$ cat src/sv/assert_macros.svh
// assertion macros shared by the rtl
`ifndef ASSERT_MACROS_SVH
`define ASSERT_MACROS_SVH

// property checked on every rising clock edge outside reset
`define ASSERT_AT(lbl, prop, msg) \
  lbl: assert property (@(posedge clk) disable iff (!rst_n) (prop)) else $error(msg);

// condition a implies condition b in the next cycle
`define ASSERT_NEXT(lbl, a, b, msg) \
  lbl: assert property (@(posedge clk) disable iff (!rst_n) (a) |=> (b)) else $error(msg);

`endif

$ cat src/sv/imupf_pkg.sv
// shared types and constants of the imu packet framer
`timescale 1ns / 1ps
package imupf_pkg;

  localparam int PKT_LEN  = 11;
  localparam int FILL_W   = $clog2(PKT_LEN + 1);
  localparam int IDX_W    = $clog2(PKT_LEN);

  localparam logic [7:0]  HEADER_BYTE        = 8'h55;
  localparam logic [7:0]  ANGLE_TYPE         = 8'h53;
  localparam logic [15:0] QUARTER_TURN       = 16'd16384;
  localparam logic [15:0] THREE_QUARTER_TURN = 16'd49152;

  localparam int IN_DATA_W  = 8;
  localparam int OUT_DATA_W = 64;

  localparam int QDEPTH = 4;
  localparam int QPTR_W = $clog2(QDEPTH);
  localparam int QCNT_W = $clog2(QDEPTH + 1);

  // back end sequencer states
  localparam int ST_W = 3;
  localparam logic [ST_W-1:0] ST_LOAD   = 3'd0;
  localparam logic [ST_W-1:0] ST_SUM    = 3'd1;
  localparam logic [ST_W-1:0] ST_DECIDE = 3'd2;
  localparam logic [ST_W-1:0] ST_SHIFT  = 3'd3;
  localparam logic [ST_W-1:0] ST_EMIT   = 3'd4;

  // one received byte, tagged with whether it is a header byte
  typedef struct packed {
    logic       hdr;
    logic [7:0] data;
  } q_item_t;

  // status of the back end, seen by the top level
  typedef struct packed {
    logic [ST_W-1:0]   state;
    logic [FILL_W-1:0] fill;
  } back_stat_t;

endpackage

$ cat src/sv/imu_packet_framer_yaw_unwrap.sv
// top level of the imu packet framer with yaw unwrapping
//
//  channel | dir | handshake            | payload
//  in_     | in  | in_tvalid/in_tready   | in_tdata[7:0] rx_byte
//  out_    | out | out_tvalid/out_tready | out_tdata angle_count, yaw_raw, turn_count
//
// the sequencer loads each byte into the store; the byte that completes the
// 11-byte store starts a checksum pass over bytes 0 to 9, a decision step and a
// header search if needed (one byte dropped per cycle); angle packets then get emitted.
// reset (rst_n low, synchronous) empties the queue and store, hunting mode, zero turns.
// a stalled result holds the sequencer in its emit step; bytes queue while the queue has room.
`timescale 1ns / 1ps
`include "assert_macros.svh"
module imu_packet_framer_yaw_unwrap (
  input  logic                              clk,
  input  logic                              rst_n,
  input  logic                              in_tvalid,
  output logic                              in_tready,
  input  logic [imupf_pkg::IN_DATA_W-1:0]   in_tdata,   // [7:0] rx_byte
  output logic                              out_tvalid,
  input  logic                              out_tready,
  // [31:0] angle_count, [47:32] yaw_raw, [63:48] turn_count
  output logic [imupf_pkg::OUT_DATA_W-1:0]  out_tdata
);
  import imupf_pkg::*;

  logic       fr_valid, fr_ready;
  q_item_t    fr_item;
  logic       q_valid, q_ready;
  q_item_t    q_item;
  back_stat_t stat;

  imupf_front u_front (
    .clk        (clk),
    .rst_n      (rst_n),
    .in_tvalid  (in_tvalid),
    .in_tready  (in_tready),
    .in_tdata   (in_tdata),
    .item_valid (fr_valid),
    .item_ready (fr_ready),
    .item       (fr_item)
  );

  imupf_queue u_queue (
    .clk      (clk),
    .rst_n    (rst_n),
    .wr_valid (fr_valid),
    .wr_ready (fr_ready),
    .wr_item  (fr_item),
    .rd_valid (q_valid),
    .rd_ready (q_ready),
    .rd_item  (q_item)
  );

  imupf_back u_back (
    .clk        (clk),
    .rst_n      (rst_n),
    .item_valid (q_valid),
    .item_ready (q_ready),
    .item       (q_item),
    .out_tvalid (out_tvalid),
    .out_tready (out_tready),
    .out_tdata  (out_tdata),
    .stat       (stat)
  );

  `ASSERT_AT(a_fill_range, stat.fill <= FILL_W'(PKT_LEN), "store fill count out of range")
  `ASSERT_AT(a_load_not_full, (stat.state != ST_LOAD) || (stat.fill < FILL_W'(PKT_LEN)),
             "sequencer loading into a full store")
  `ASSERT_AT(a_pull_only_loading, !q_ready || (stat.state == ST_LOAD),
             "queue drained outside the load step")
  `ASSERT_NEXT(a_emit_shows, (stat.state == ST_EMIT) && (!out_tvalid || out_tready),
               out_tvalid && (stat.state == ST_LOAD), "emit step did not present a result")

endmodule

$ cat src/sv/imupf_front.sv
// input stage: takes serial bytes and tags header bytes
`timescale 1ns / 1ps
module imupf_front (
  input  logic                     clk,
  input  logic                     rst_n,
  input  logic                     in_tvalid,
  output logic                     in_tready,
  input  logic [7:0]               in_tdata,
  output logic                     item_valid,
  input  logic                     item_ready,
  output imupf_pkg::q_item_t       item
);
  import imupf_pkg::*;

  logic    vld_r;
  logic    vld_nxt;
  q_item_t item_r;

  assign in_tready  = !vld_r || item_ready;
  assign item_valid = vld_r;
  assign item       = item_r;

  always_comb begin
    vld_nxt = vld_r;
    if (item_ready) begin
      vld_nxt = 1'b0;
    end
    if (in_tvalid && in_tready) begin
      vld_nxt = 1'b1;
    end
  end

  always_ff @(posedge clk) begin
    if (!rst_n) begin
      vld_r <= 1'b0;
    end else begin
      vld_r <= vld_nxt;
    end
  end

  always_ff @(posedge clk) begin
    if (in_tvalid && in_tready) begin
      item_r.data <= in_tdata;
      item_r.hdr  <= (in_tdata == HEADER_BYTE);
    end
  end

endmodule

$ cat src/sv/imupf_queue.sv
// small byte queue between the input stage and the packet sequencer
`timescale 1ns / 1ps
module imupf_queue (
  input  logic                clk,
  input  logic                rst_n,
  input  logic                wr_valid,
  output logic                wr_ready,
  input  imupf_pkg::q_item_t  wr_item,
  output logic                rd_valid,
  input  logic                rd_ready,
  output imupf_pkg::q_item_t  rd_item
);
  import imupf_pkg::*;

  q_item_t           mem_r [QDEPTH];
  logic [QPTR_W-1:0] wr_ptr_r, wr_ptr_nxt;
  logic [QPTR_W-1:0] rd_ptr_r, rd_ptr_nxt;
  logic [QCNT_W-1:0] count_r, count_nxt;
  logic              push, pop;

  assign wr_ready = (count_r != QCNT_W'(QDEPTH));
  assign rd_valid = (count_r != '0);
  assign rd_item  = mem_r[rd_ptr_r];
  assign push     = wr_valid && wr_ready;
  assign pop      = rd_valid && rd_ready;

  always_comb begin
    wr_ptr_nxt = push ? wr_ptr_r + 1'b1 : wr_ptr_r;
    rd_ptr_nxt = pop  ? rd_ptr_r + 1'b1 : rd_ptr_r;
    count_nxt  = count_r;
    if (push && !pop) begin
      count_nxt = count_r + 1'b1;
    end else if (pop && !push) begin
      count_nxt = count_r - 1'b1;
    end
  end

  always_ff @(posedge clk) begin
    if (!rst_n) begin
      wr_ptr_r <= '0;
      rd_ptr_r <= '0;
      count_r  <= '0;
    end else begin
      wr_ptr_r <= wr_ptr_nxt;
      rd_ptr_r <= rd_ptr_nxt;
      count_r  <= count_nxt;
    end
  end

  always_ff @(posedge clk) begin
    if (push) begin
      mem_r[wr_ptr_r] <= wr_item;
    end
  end

endmodule

$ cat src/sv/imupf_back.sv
// packet sequencer: fills the store, checks, hunts for the header, unwraps yaw
`timescale 1ns / 1ps
module imupf_back (
  input  logic                                 clk,
  input  logic                                 rst_n,
  input  logic                                 item_valid,
  output logic                                 item_ready,
  input  imupf_pkg::q_item_t                   item,
  output logic                                 out_tvalid,
  input  logic                                 out_tready,
  output logic [imupf_pkg::OUT_DATA_W-1:0]     out_tdata,
  output imupf_pkg::back_stat_t                stat
);
  import imupf_pkg::*;

  logic [ST_W-1:0]       state_r, state_nxt;
  logic [FILL_W-1:0]     fill_r, fill_nxt;
  logic [IDX_W-1:0]      cnt_r, cnt_nxt;
  logic [7:0]            sum_r, sum_nxt;
  logic                  synced_r, synced_nxt;
  logic [15:0]           last_yaw_r, last_yaw_nxt;
  logic [15:0]           turns_r, turns_nxt;
  logic                  out_valid_r, out_valid_nxt;
  logic [OUT_DATA_W-1:0] out_data_r;

  logic [7:0]            store_r [PKT_LEN];
  logic                  hdr_r   [PKT_LEN];

  logic                  sum_ok;
  logic                  take_pkt;
  logic                  out_free;
  logic                  emit;
  logic [15:0]           yaw;
  logic [15:0]           turns_upd;

  assign item_ready = (state_r == ST_LOAD);
  assign out_tvalid = out_valid_r;
  assign out_tdata  = out_data_r;
  assign stat.state = state_r;
  assign stat.fill  = fill_r;

  assign sum_ok   = (sum_r == store_r[PKT_LEN-1]);
  // synced packets only need the checksum, hunting ones also need the header up front
  assign take_pkt = sum_ok && (synced_r || hdr_r[0]);
  assign out_free = !out_valid_r || out_tready;
  assign emit     = (state_r == ST_EMIT) && out_free;
  assign yaw      = {store_r[7], store_r[6]};

  always_comb begin
    turns_upd = turns_r;
    if (last_yaw_r < QUARTER_TURN && yaw > THREE_QUARTER_TURN) begin
      turns_upd = turns_r - 16'd1;
    end else if (last_yaw_r > THREE_QUARTER_TURN && yaw < QUARTER_TURN) begin
      turns_upd = turns_r + 16'd1;
    end
  end

  always_comb begin
    state_nxt     = state_r;
    fill_nxt      = fill_r;
    cnt_nxt       = cnt_r;
    sum_nxt       = sum_r;
    synced_nxt    = synced_r;
    last_yaw_nxt  = last_yaw_r;
    turns_nxt     = turns_r;
    out_valid_nxt = out_valid_r && !out_tready;
    case (state_r)
      ST_LOAD: begin
        if (item_valid) begin
          fill_nxt = fill_r + 1'b1;
          if (fill_r == FILL_W'(PKT_LEN - 1)) begin
            state_nxt = ST_SUM;
            cnt_nxt   = '0;
            sum_nxt   = '0;
          end
        end
      end
      ST_SUM: begin
        // one byte of the checksum per cycle, bytes 0 to 9
        sum_nxt = sum_r + store_r[cnt_r];
        cnt_nxt = cnt_r + 1'b1;
        if (cnt_r == IDX_W'(PKT_LEN - 2)) begin
          state_nxt = ST_DECIDE;
        end
      end
      ST_DECIDE: begin
        synced_nxt = take_pkt;
        if (take_pkt) begin
          fill_nxt  = '0;
          state_nxt = (store_r[1] == ANGLE_TYPE) ? ST_EMIT : ST_LOAD;
        end else if (hdr_r[0]) begin
          fill_nxt  = '0;
          state_nxt = ST_LOAD;
        end else begin
          state_nxt = ST_SHIFT;
        end
      end
      ST_SHIFT: begin
        // drop one leading byte per cycle until a header leads or nothing is left
        fill_nxt = fill_r - 1'b1;
        if (fill_r == FILL_W'(1) || hdr_r[1]) begin
          state_nxt = ST_LOAD;
        end
      end
      ST_EMIT: begin
        if (out_free) begin
          out_valid_nxt = 1'b1;
          last_yaw_nxt  = yaw;
          turns_nxt     = turns_upd;
          state_nxt     = ST_LOAD;
        end
      end
      default: begin
        state_nxt = ST_LOAD;
        fill_nxt  = '0;
      end
    endcase
  end

  always_ff @(posedge clk) begin
    if (!rst_n) begin
      state_r     <= ST_LOAD;
      fill_r      <= '0;
      cnt_r       <= '0;
      sum_r       <= '0;
      synced_r    <= 1'b0;
      last_yaw_r  <= '0;
      turns_r     <= '0;
      out_valid_r <= 1'b0;
    end else begin
      state_r     <= state_nxt;
      fill_r      <= fill_nxt;
      cnt_r       <= cnt_nxt;
      sum_r       <= sum_nxt;
      synced_r    <= synced_nxt;
      last_yaw_r  <= last_yaw_nxt;
      turns_r     <= turns_nxt;
      out_valid_r <= out_valid_nxt;
    end
  end

  always_ff @(posedge clk) begin
    if (state_r == ST_LOAD && item_valid) begin
      store_r[fill_r[IDX_W-1:0]] <= item.data;
      hdr_r[fill_r[IDX_W-1:0]]   <= item.hdr;
    end else if (state_r == ST_SHIFT) begin
      for (int i = 0; i < PKT_LEN - 1; i++) begin
        store_r[i] <= store_r[i+1];
        hdr_r[i]   <= hdr_r[i+1];
      end
    end
  end

  // angle is turns above yaw, so turns * 65536 + yaw needs no arithmetic
  always_ff @(posedge clk) begin
    if (emit) begin
      out_data_r <= {turns_upd, yaw, turns_upd, yaw};
    end
  end

endmodule

$ cat config.mk
export PLATFORM = sky130hd
export DESIGN_NAME = imu_packet_framer_yaw_unwrap
export DESIGN_NICKNAME = d
export VERILOG_FILES = /design/src/sv/imupf_pkg.sv /design/src/sv/imu_packet_framer_yaw_unwrap.sv /design/src/sv/imupf_front.sv /design/src/sv/imupf_queue.sv /design/src/sv/imupf_back.sv
export VERILOG_INCLUDE_DIRS = /design/src /design/src/sv
export SDC_FILE = /design/constraint.sdc
export NUM_CORES = 1
export LEC_CHECK = 0
export BUFFER_PORTS_ARGS = -buffer_cell sky130_fd_sc_hd__buf_2
export CORE_UTILIZATION = 40
export CTS_BUF_LIST = sky130_fd_sc_hd__clkbuf_16
export DETAILED_ROUTE_END_ITERATION = 8
export PLACE_DENSITY = 0.62
export SLEW_MARGIN = 20
export SYNTH_ARGS = -nofsm -noshare
export SYNTH_HDL_FRONTEND = slang
export SYNTH_SLANG_ARGS = --single-unit
$ cat constraint.sdc
create_clock -name clk -period 6.1 [get_ports clk]
set_clock_uncertainty 0.15 [all_clocks]
set_input_delay 0.305 -clock clk [delete_from_list [all_inputs] [get_ports clk]]
set_output_delay 0.305 -clock clk [all_outputs]
set_load 0.01 [all_outputs]
# After elaboration in Yosys (flattened, before gate mapping)
# Memory sizes are Yosys's and may differ from the RTL's. A register that Yosys moved wholly into a read port is not among the register bits.
# Index checks and enable logic that the tools add are counted.
[word_totals]
reg_bits = 134
ram_bits = 135
inputBits = 12
output_inout_bits = 66
wordCells = 125
n_memories = 3
[mem_list]
columns = ["name", "words", "word_bits", "read_ports", "rd_ports_with_merged_regs", "write_ports", "line", "rtl"]
rows = [
  ["u_back.store_r", 11, 8, 11, 1, 10, "imupf_back.sv:26", "logic [7:0] store_r [PKT_LEN];"],
  ["u_queue.mem_r", 4, 9, 1, 1, 1, "imupf_queue.sv:15", "q_item_t mem_r [QDEPTH];"],
  ["u_back.hdr_r", 11, 1, 11, 0, 10, "imupf_back.sv:27", "logic hdr_r [PKT_LEN];"],
]
[op_classes]
n_addsub = 10
order_cmp = 4
eq_ne = 17
mux = 44
bitwise_logic = 1
reduce_logical = 31
[op_table]
columns = ["cell", "count"]
rows = [
  ["2-to-1 mux 4 bit", 9],
  ["> comparator 16 bit (second input constant)", 2],
  ["< comparator 16 x 15 -> 1 bit (second input constant)", 2],
  ["2-to-1 mux 16 bit", 2],
  ["2-to-1 mux 3 bit", 9],
  ["2-to-1 mux 8 bit", 3],
  ["adder 16 x 1 -> 16 bit (second input constant)", 1],
  ["equality test 8 x 7 -> 1 bit (second input constant)", 2],
  ["one-hot mux 4 bit (4 select lines)", 1],
  ["one-hot mux 8 bit (2 select lines)", 1],
  ["subtractor 16 x 1 -> 16 bit (second input constant)", 1],
  ["one-hot mux 3 bit (5 select lines)", 1],
  ["2-to-1 mux 1 bit", 14],
  ["logical AND 1 bit", 10],
  ["!= test 2 x 1 -> 1 bit (second input constant)", 5],
  ["adder 4 x 1 -> 4 bit (second input constant)", 2],
  ["adder 8 bit", 1],
  ["equality test 4 bit (second input constant)", 2],
  ["equality test 8 bit", 1],
  ["one-hot mux 4 bit (2 select lines)", 1],
  ["OR reduction 8 bit", 1],
  ["equality test 3 x 2 -> 1 bit (second input constant)", 2],
  ["2-to-1 mux 2 bit", 3],
  ["AND reduction 3 bit", 2],
  ["19 further kinds", 29],
]

# Longest topological paths before layout
# Gate-level depths: netlist of run 1.
[depth]
depth_word = 6
mapped_depth = 13

# By module
# From an unflattened synthesis of run 1, not the netlist that was laid out.
[hier_totals]
cells_unflattened = 929
hier_area_um2 = 12739.7
[modules_own_cells]
columns = ["module", "instances", "cells_each", "area_each_um2", "seq_area_each_um2"]
rows = [
  ["imupf_back", 1, 817, 10586.4, 6276.0],
  ["imupf_queue", 1, 95, 1799.2, 1261.2],
  ["imupf_front", 1, 17, 354.1, 290.3],
]

# Worst setup path before layout of run 1
# No wires, ideal clock.
[synth_path]
kind = "register to register"
startpoint = "register (tool-made name)"
endpoint = "register u_back.sum_r[7]"
arrival_time_ps = 3474
setup_slack_ps = 2402
path_stages_with_launch = 13
cell_sequence = "dfxtp_1 > buf_6 > buf_2 > buf_2 > mux4_2 > mux4_1 > ha_1 > a21oi_1 > o211ai_1 > o41ai_1 > xor2_1 > or3_1 > a31oi_1"
[synth_lines]
columns = ["item", "line", "rtl"]
rows = [
  ["end signal, assigned", "imupf_back.sv:134", "sum_r <= sum_nxt;"],
  ["end, declared", "imupf_back.sv:19", "logic [7:0] sum_r, sum_nxt;"],
]

==> results.ini, run 1 <==
[outcome]
status = complete, no violations

[cts]
cts_tree = built
h-tree-depth = 1
cts_setup_buffers = 0
clkLatencyLatePin_ns = 0.55
cts_sinks = 283
clockBufferDepth = 3
ctsHoldBuffers = 10
clock-root-buffer = clkbuf_16
clk_pin_slew_ns = 0.06
numCtsBuffers = 30
cts_resized = 0

[worst_setup_path]
start_kind = flop
worstReg2RegEnd = u_back.sum_r[7]
rrSetupSlack_ns = 2.00
timing.critical_path.fanout_max = 18
crit_slowest_cell = dfxtp_1
critical_path_class = flop to flop
cp_data_arrival_time_ns = 4.41
endpoint_kind = flop
crit_chain = buf_4 -> mux4_2 -> mux4_1 -> ha_1 -> nand3_1 -> o211ai_1 -> o41ai_1 -> xor2_1 -> or3_1 -> a31oi_1
cpPeakStageDelay_ns = 0.89
cp_top_family = multiplexers
critical_path_required_ns = 6.42
r2r.worst_path.cells = 10
path_buf_inv = 1

[logic_synthesis]
yosys_most_used_dff = edfxtp_1
synth_largest_area_cell = edfxtp_1
async_flop_share_pct = 0
yosys_warnings = 0
synth_edf_count = 216
synth_top_cell_area_share_pct = 50.8
yosysSeqAreaShare_pct = 61.3
avgSynthCellArea_um2 = 13.5
ys_top_cells_by_area = edfxtp_1 (51%), dfxtp_1 (10%), mux4_2 (7.2%), a21o_1 (5.4%), nand2_1 (2.2%)
synth_nets = 982
synth_area_mm2 = 0.0128
synth_cells = 948
ys_types = 63
ys_ff_latch = 283

[sta]
slew_headroom_pct = 29.7
slew_viol_final = 0
fin_hold_ws_ns = 0.0767
timing_hold_violations_final = 0
layout_setup_ws_ns = 2.00
rsz0062_at_grt = no
tns_ns = 0
fmax_mhz = 244
setup_viol = 0
tightest_slew_ns = 1.05
min_period_ns = 4.10
final.period_utilization_pct = 67.2

[min_path]
hold_depth = 3
hold_class = input pin to flop
whs_endpoint = u_back.turns_r[15]
hold_start = rst_n

[placement]
place_hpwl_mm = 19.1
placed_cell_area_mm2 = 0.0133
pre_cts_slack_ns = 2.02
gp_congestion = 0.902
portBuffers = 77

[route]
drt-initial-drc-count = 579
routed_via_density = 5.52
drc_errors = 0
wl_per_cell_um = 19.6
firstDrtPassIters = 5
ant_nets = 0
routed_wl_mm = 27.8
num_vias = 7823

[grt]
gr-total-overflow = 0
grt_pass1_vias = 7597
grt_usage_pct = 17.1
grt_max_degree = 91
antenna_found_initial = 0
grt_pass1_wl_mm = 43.7

[pwr]
ir_drop_uv = 242
power.static_leakage_nw = 5.32
powerDensity_mw_per_mm2 = 358

[floorplanning]
fp.dieH_um = 181
io_pins = 78
coreArea_mm2 = 0.0315
die_x_um = 181
rows = 65
fp.dieArea_mm2 = 0.0327
start_util_pct = 40.6

[layout]
fin_area_mm2 = 0.0143
antenna_cells = 0
drive_gt1_share_pct = 18.3
fin_nets = 1027
area_growth_pct = 12.2

[job]
max-cap-violations = 0

==> registers in the layout, summed over array words and instances, names as in the netlist, 8 cells and up, named ones only <==
register,count
u_back.last_yaw_r,16
u_back.store_r,128
u_back.hdr_r,11
u_front.item,9
u_back.out_tdata,32
u_queue.mem_r,36
u_back.sum_r,8
u_back.turns_r,16
==> layer usage <==
metal  track usage (%)  up-vias  wire length (um)
met5                 0        -                 0
met4              5.74        0               857
met3              2.38       49              1390
met2              28.1      270             12900
met1              23.4     3856             12600
li1                  -     3648                 -
==> cells in the final DEF, fill, tap and decap left out, drive strengths merged, types with 3 or more instances in the layout <==
| master | synthesis | final |
|---|---|---|
| nor3 | 14 | 14 |
| clkinv | 1 | 9 |
| o211ai | 3 | 3 |
| mux4 | 49 | 49 |
| o22ai | 3 | 3 |
| nand3b | 4 | 4 |
| clkinvlp | 0 | 3 |
| or3 | 9 | 9 |
| a22oi | 6 | 6 |
| and3 | 4 | 4 |
| a21o | 92 | 92 |
| nor2b | 3 | 3 |
| dfxtp | 67 | 67 |
| a31oi | 4 | 4 |
| a211oi | 4 | 4 |
| ha | 20 | 20 |
| nor4 | 12 | 12 |
| inv | 14 | 24 |
| xnor2 | 22 | 22 |
| buf | 44 | 93 |
| nand3 | 17 | 17 |
| and2 | 18 | 18 |
| xor2 | 16 | 16 |
| nand2 | 75 | 75 |
| mux2i | 9 | 9 |
| clkbuf | 46 | 31 |
| nand2b | 12 | 12 |
| nand4 | 12 | 12 |
| dlygate4sd3 | 0 | 10 |
| o21ai | 22 | 22 |
| nor3b | 4 | 4 |
| nor2 | 53 | 53 |
| edfxtp | 216 | 216 |
| a21oi | 43 | 43 |
==> metrics by stage <==
step           total power, mW  util (%)  std cells
2_1_floorplan             3.16         -        948
3_3_place_gp              3.39      42.2       1353
3_5_place_dp              3.41      42.2       1353
4_1_cts                   5.16      45.5       1417
5_1_grt                   5.35      45.5       1417
6_report                  5.13      45.5       1417
==> power breakdown <==
| group | internal (mW) | switching, mW |
|---|---|---|
| sequential | 2.35 | 0.118 |
| combinational | 0.418 | 0.494 |
| clock | 1.00 | 0.743 |
| total | 3.77 | 1.36 |
==> final cells by class <==
cell class	instances	area (um2)
clock inverters	23	169
clock buffers	31	776
repair buffers	103	606
multi-input cells	560	4390
well taps	402	503
fillers	2808	17100
flip-flops and latches	283	7830
inverters	15	56.3
==> worst max-delay path by stage <==
| stage | slack (ns) | depth (start not counted) | to | startpoint |
|---|---|---|---|---|
| 4_1_cts | 1.98 | 10 | u_back.sum_r[7] | flop |
| 2_1_floorplan | 2.40 | 12 | u_back.sum_r[7] | flop |
| 3_3_place_gp | 2.12 | 10 | u_back.sum_r[7] | flop |
| 3_5_place_dp | 2.02 | 10 | u_back.sum_r[7] | flop |
| 5_1_grt | 1.76 | 10 | u_back.sum_r[7] | flop |
| 6_report | 2.00 | 10 | u_back.sum_r[7] | flop |
==> worst min-delay path, delay by kind of cell <==
family,cells,cell delay [ns]
buffers and inverters,1,0.25
AND/OR/NAND/NOR,1,0.12
multiplexers,1,0.05
==> cell usage after synthesis (all sizes together), types with 18 or more instances <==
cell and instances:
and2 18, a21o 92, o21ai 22, nor2 53
nand2 75, dfxtp 67, ha 20, xnor2 22
mux4 49, buf 44, a21oi 43, edfxtp 216
clkbuf 46
==> kinds of logic (layout without fill, tap and decap cells) <==
group | count (synthesis) | in the layout | synth area share, %
DFF | 283 | 283 | 61.3
adders and majority gates | 22 | 22 | 2.27
AOI/OAI and AO/OA | 192 | 192 | 10.1
buffers and inverters | 105 | 172 | 4.42
xor gates and xnor gates | 38 | 38 | 2.60
and+or+nand+nor | 250 | 250 | 9.81
muxes | 58 | 58 | 9.58
Power figures use the tool's default switching activity.
==> inputs of run 2 (changes only) <==
- PLACE_DENSITY: 0.62 -> 0.64
- clock period: 6.1 -> 3.5 ns (I/O delays scaled with it)
==> results.ini, run 2 (synthesis gave the netlist of run 1 again) <==
[job]
max-cap-violations = 0  ; unchanged

[grt]
grt_max_degree = 40  ; -56%
antenna_found_initial = 0  ; unchanged
grt_pass1_vias = 7756  ; +2.1%
grt_usage_pct = 17.5  ; +0.34 points
grt_pass1_wl_mm = 44.7  ; +2.4%
gr-total-overflow = 0  ; unchanged

[worst_setup_path]
timing.critical_path.fanout_max = 15  ; -3
crit_slowest_cell = mux4_1
critical_path_class = flop to flop
start_kind = flop
path_buf_inv = 1  ; unchanged
endpoint_kind = flop
crit_chain = buf_8 -> mux4_2 -> mux4_1 -> ha_1 -> nand3_1 -> o211ai_1 -> o41ai_2 -> xor2_1 -> or3_1 -> a31oi_1
cp_top_family = multiplexers
cpPeakStageDelay_ns = 0.53  ; -0.36 ns
critical_path_required_ns = 3.82  ; -2.60 ns
cp_data_arrival_time_ns = 3.67  ; -0.74 ns

[route]
ant_nets = 0  ; unchanged
num_vias = 8022  ; +2.5%
wl_per_cell_um = 19.4  ; -0.78%
routed_wl_mm = 28.3  ; +1.9%
firstDrtPassIters = 5  ; unchanged
drt-initial-drc-count = 657  ; +13%
drc_errors = 0  ; unchanged
routed_via_density = 5.51  ; -0.13%

[sta]
final.period_utilization_pct = 95.5  ; +28 points
slew_headroom_pct = 35.0  ; +5.3 points
min_period_ns = 3.34  ; -0.756 ns
rsz0062_at_grt = no
setup_viol = 0  ; unchanged
slew_viol_final = 0  ; unchanged
tightest_slew_ns = 0.962  ; -0.0855 ns
fmax_mhz = 299  ; +23%
tns_ns = 0  ; unchanged
timing_hold_violations_final = 0  ; unchanged

[layout]
antenna_cells = 0  ; unchanged
largest_reg_flops = 128  ; unchanged
mostFrequentLayoutCell = edfxtp_1
drive_gt1_share_pct = 21.7  ; +3.4 points
area_growth_pct = 15.0
final_cell_mix = edfxtp_1 (216), a21o_1 (92), buf_2 (77)
fin_nets = 1064  ; +3.6%
regMostFlops = u_back.store_r
layout.area.seq_mm2 = 0.00783  ; about the same
fin_area_mm2 = 0.0147  ; +2.5%
multiInputGateArea_mm2 = 0.00443  ; +0.91%
fillers = 2783  ; -0.89%

[cts]
clock-root-buffer = clkbuf_16
clk_pin_slew_ns = 0.06  ; about the same
cts_tree = built
numCtsBuffers = 29  ; -3.3%
clockBufferDepth = 3  ; unchanged
cts_sinks = 283  ; unchanged
h-tree-depth = 1  ; unchanged
clkLatencyLatePin_ns = 0.55  ; about the same

[floorplanning]
coreArea_mm2 = 0.0315  ; unchanged
fp.dieH_um = 181  ; unchanged
fp.dieArea_mm2 = 0.0327  ; unchanged
die_x_um = 181  ; unchanged
rows = 65  ; unchanged
io_pins = 78  ; unchanged
start_util_pct = 40.6  ; unchanged

[pwr]
power.static_leakage_nw = 5.53  ; +3.9%
powerDensity_mw_per_mm2 = 610  ; +71%
ir_drop_uv = 343  ; +41%

[placement]
gp_congestion = 0.861  ; -4.5%
place_hpwl_mm = 19.8  ; +3.5%
portBuffers = 77  ; unchanged
placed_cell_area_mm2 = 0.0136  ; +2.3%

[outcome]
status = complete, no violations

[min_path]
hold_class = input pin to flop

run 2: cell types whose count changed in the layout (fill, tap and decap cells not counted), moves of 2 or more:
| cell | delta |
|---|---|
| ha_1 | -2 |
| inv_6 | +3 |
| inv_1 | -2 |
| inv_4 | -2 |
| o21ai_0 | +4 |
| ha_4 | +2 |
| clkinv_4 | -2 |
| a21oi_1 | -2 |
| buf_12 | +2 |
| o21ai_1 | -4 |
| a21oi_2 | +2 |
| buf_4 | +34 |
| clkinv_1 | +2 |
run 2: layout make-up:
| type | count | share of cell area [%] |
|---|---|---|
| well taps | 402 | 3.42 |
| clock buffers | 31 | 5.28 |
| flip-flops and latches | 283 | 53.3 |
| inverters | 15 | 0.383 |
| clock inverters | 23 | 1.13 |
| repair buffers | 141 | 6.30 |
| multi-input cells | 560 | 30.2 |
run 2: worst paths after layout:
path	from	endpoint	slack (ns)	depth (start not counted)
setup / recovery	flop	u_back.sum_r[7]	0.16	10
hold / removal	in_tdata[6]	u_front.item[6]	0.20	2
setup reg to reg	flop	u_back.sum_r[7]	0.16	10
hold reg to reg	u_back.last_yaw_r[0]	u_back.last_yaw_r[0]	0.30	2
run 2: per-layer routing:
metal,global-route usage [%],wire (um)
met4,3.62,457
met5,0,0
met1,24.4,12700
met2,29.1,13600
met3,2.38,1550
run 2: repair_timing:
action | in CTS | in global routing
setup buffers | 0 | 0
hold buffers | 11 | 0
endpoints found under the hold margin | 21 | 0
gates resized for setup | 0 | 8
endpoints found under the setup margin | 0 | 2
run 2: worst register-to-register path, delay by kind of cell (launching register included):
kind	cells	cell delay, ns
adder cells (fa/ha/maj)	1	0.36
AND/OR/NAND/NOR	2	0.41
XOR/XNOR	1	0.15
AO/OA/AOI/OAI	3	0.54
flip-flops	1	0.39
multiplexers	2	1.05
buffers and inverters	1	0.20
run 2: where the power goes:
part | switching (mW) | internal (mW) | leakage, nW | total [mW]
Combinational | 0.881 | 0.755 | 2.54 | 1.64
Sequential | 0.195 | 4.10 | 2.50 | 4.29
Clock | 1.29 | 1.75 | 0.483 | 3.04
run 2: stage by stage:
| step | std cells | hold WS [ns] | utilization [%] | total power [mW] | worst slack (ns) |
|---|---|---|---|---|---|
| 6_report | 1455 | 0.197 | 46.7 | 8.96 | 0.157 |
| 3_5_place_dp | 1390 | 0.221 | 43.2 | 5.97 | 0.00642 |
| 4_1_cts | 1455 | 0.171 | 46.5 | 9.01 | 0.00131 |
| 5_1_grt | 1455 | 0.185 | 46.7 | 9.34 | 0.0144 |
| 3_3_place_gp | 1390 | 0.213 | 43.2 | 5.91 | 0.0852 |
| 2_1_floorplan | 948 | 0.124 | - | 5.51 | 0.0343 |
==> inputs of run 3 (changes only) <==
- REMOVE_ABC_BUFFERS: unset -> 1
==> results.ini, run 3 (synthesis gave the netlist of run 1 again) <==
[layout]
largest_reg_flops = 128  ; unchanged
drive_gt1_share_pct = 20.5  ; -1.3 points
area_growth_pct = 14.1
regMostFlops = u_back.store_r
fillers = 2776  ; -0.25%
layout.area.seq_mm2 = 0.00783  ; about the same
mostFrequentLayoutCell = edfxtp_1
final_cell_mix = edfxtp_1 (216), a21o_1 (92), buf_2 (77)
multiInputGateArea_mm2 = 0.00440  ; -0.79%
fin_nets = 1057  ; -0.66%
fin_cells = 1447  ; -0.55%
utilization_pct = 46.3  ; -0.35 points
fin_area_mm2 = 0.0146  ; -0.75%
antenna_cells = 0  ; unchanged

[pwr]
p_clk_share_pct = 33.4  ; -0.5 points
powerDensity_mw_per_mm2 = 608  ; -0.39%
internal-power_mw = 6.55  ; -0.75%
netSwitchingPower_mw = 2.31  ; -2.2%
combPwrFrac_pct = 18.3  ; about the same
power.static_leakage_nw = 5.48  ; -0.76%
seqPwrFrac_pct = 48.3  ; +0.4 points
switching_share_pct = 26.1  ; -0.29 points
power.total_mw = 8.86  ; -1.1%
ir_drop_uv = 437  ; +27%

[grt]
gr-total-overflow = 0  ; unchanged
grt_usage_pct = 17.0  ; -0.48 points
grt_max_degree = 52  ; +30%
grt_pass1_vias = 7679  ; -0.99%
antenna_found_initial = 0  ; unchanged
grt_pass1_wl_mm = 43.3  ; -3.2%

[floorplanning]
coreArea_mm2 = 0.0315  ; unchanged
die_x_um = 181  ; unchanged
start_util_pct = 40.6  ; unchanged
rows = 65  ; unchanged
fp.dieH_um = 181  ; unchanged
fp.dieArea_mm2 = 0.0327  ; unchanged
io_pins = 78  ; unchanged

[cts]
cts_setup_buffers = 0  ; unchanged
cts_tree = built
clock-root-buffer = clkbuf_16
numCtsBuffers = 29  ; unchanged
h-tree-depth = 1  ; unchanged
clkLatencyLatePin_ns = 0.54  ; about the same
clk_pin_slew_ns = 0.06  ; about the same
clockBufferDepth = 3  ; unchanged
cts_sinks = 283  ; unchanged

[route]
drt-initial-drc-count = 632  ; -3.8%
firstDrtPassIters = 7  ; +2
routed_wl_mm = 27.5  ; -2.7%
ant_nets = 0  ; unchanged
num_vias = 7909  ; -1.4%
drc_errors = 2  ; +2
wl_per_cell_um = 19.0  ; -2.2%
routed_via_density = 5.47  ; -0.86%

[outcome]
violations = DRC
status = finished with violations

[sta]
min_period_ns = 3.31  ; -0.0357 ns
layout_setup_ws_ns = 0.192  ; +0.0357 ns
timing_hold_violations_final = 0  ; unchanged
rsz0062_at_grt = no
fmax_mhz = 302  ; +1.1%
slew_headroom_pct = 32.2  ; -2.8 points
tightest_slew_ns = 1.01  ; +0.0510 ns
tns_ns = 0  ; unchanged
final.period_utilization_pct = 94.5  ; -1.0 points
fin_hold_ws_ns = 0.0278  ; -0.169 ns
setup_viol = 0  ; unchanged
slew_viol_final = 0  ; unchanged

[worst_setup_path]
timing.critical_path.fanout_max = 15  ; unchanged
cpPeakStageDelay_ns = 0.52  ; about the same
crit_chain = buf_12 -> mux4_2 -> mux4_1 -> ha_1 -> fa_1 -> a21o_1 -> a21oi_2 -> o21bai_1 -> a21oi_2 -> nand4_1 -> o211ai_1
endpoint_kind = flop
critical_path_class = flop to flop
path_buf_inv = 1  ; unchanged
cp_data_arrival_time_ns = 3.62  ; -0.05 ns
critical_path_required_ns = 3.82  ; about the same
start_kind = flop
crit_slowest_cell = mux4_1
critPathMostFrequentCell = a21oi_2
cp_top_family = multiplexers

[min_path]
hold_class = input pin to flop

[placement]
pre_cts_slack_ns = 0.0657  ; +0.0593 ns
place_hpwl_mm = 19.3  ; -2.3%
portBuffers = 77  ; unchanged
gp_congestion = 0.881  ; +2.2%
dp.cells = 1384  ; -0.43%
placed_cell_area_mm2 = 0.0136  ; -0.24%

[job]
max-cap-violations = 0  ; unchanged

## run 3: final timing paths
| path | slack [ns] | start | to | depth (start not counted) |
|---|---|---|---|---|
| worst max-delay path | 0.19 | flop | u_back.sum_r[6] | 11 |
| worst min-delay path | 0.03 | rst_n | u_back.turns_r[8] | 4 |
| worst max register to register | 0.19 | flop | u_back.sum_r[6] | 11 |
| worst min register to register | 0.31 | u_back.last_yaw_r[11] | u_back.last_yaw_r[11] | 2 |
## run 3: cell type report
cell class,count,share of cell area (%)
Clock buffer,29,4.98
Clock inverter,24,1.27
Inverter,15,0.386
Multi-Input combinational cell,560,30.2
Sequential cell,283,53.7
Tap cell,402,3.45
Timing Repair Buffer,134,6.06
## run 3: power by group through the flow
stage          combinational (mW)  clock [mW]  sequential (mW)
6_report                     1.62        2.96             4.28
5_1_grt                      1.79        3.14             4.31
4_1_cts                      1.62        3.02             4.28
3_5_place_dp                 1.60           0             4.35
3_3_place_gp                 1.57           0             4.35
2_1_floorplan                1.17           0             4.29
## run 3: routing by layer
layer | track usage [%] | wire [um] | up-vias
met1 | 24.8 | 12900 | 3915
met5 | 0 | 0 | -
met2 | 26.8 | 12600 | 266
li1 | - | - | 3699
met4 | 3.45 | 382 | 0
met3 | 2.68 | 1670 | 29
## run 3: tightest hold or removal path, stage by stage
cell and delay (ns):
buf_2 0.11, buf_4 0.23, nand2_1 0.10, mux2i_1 0.06
## run 3: repair_timing
action | in CTS | in global routing
setup endpoints to repair | 0 | 2
endpoints found under the hold margin | 12 | 0
hold buffers | 10 | 0
resized for setup | 0 | 6
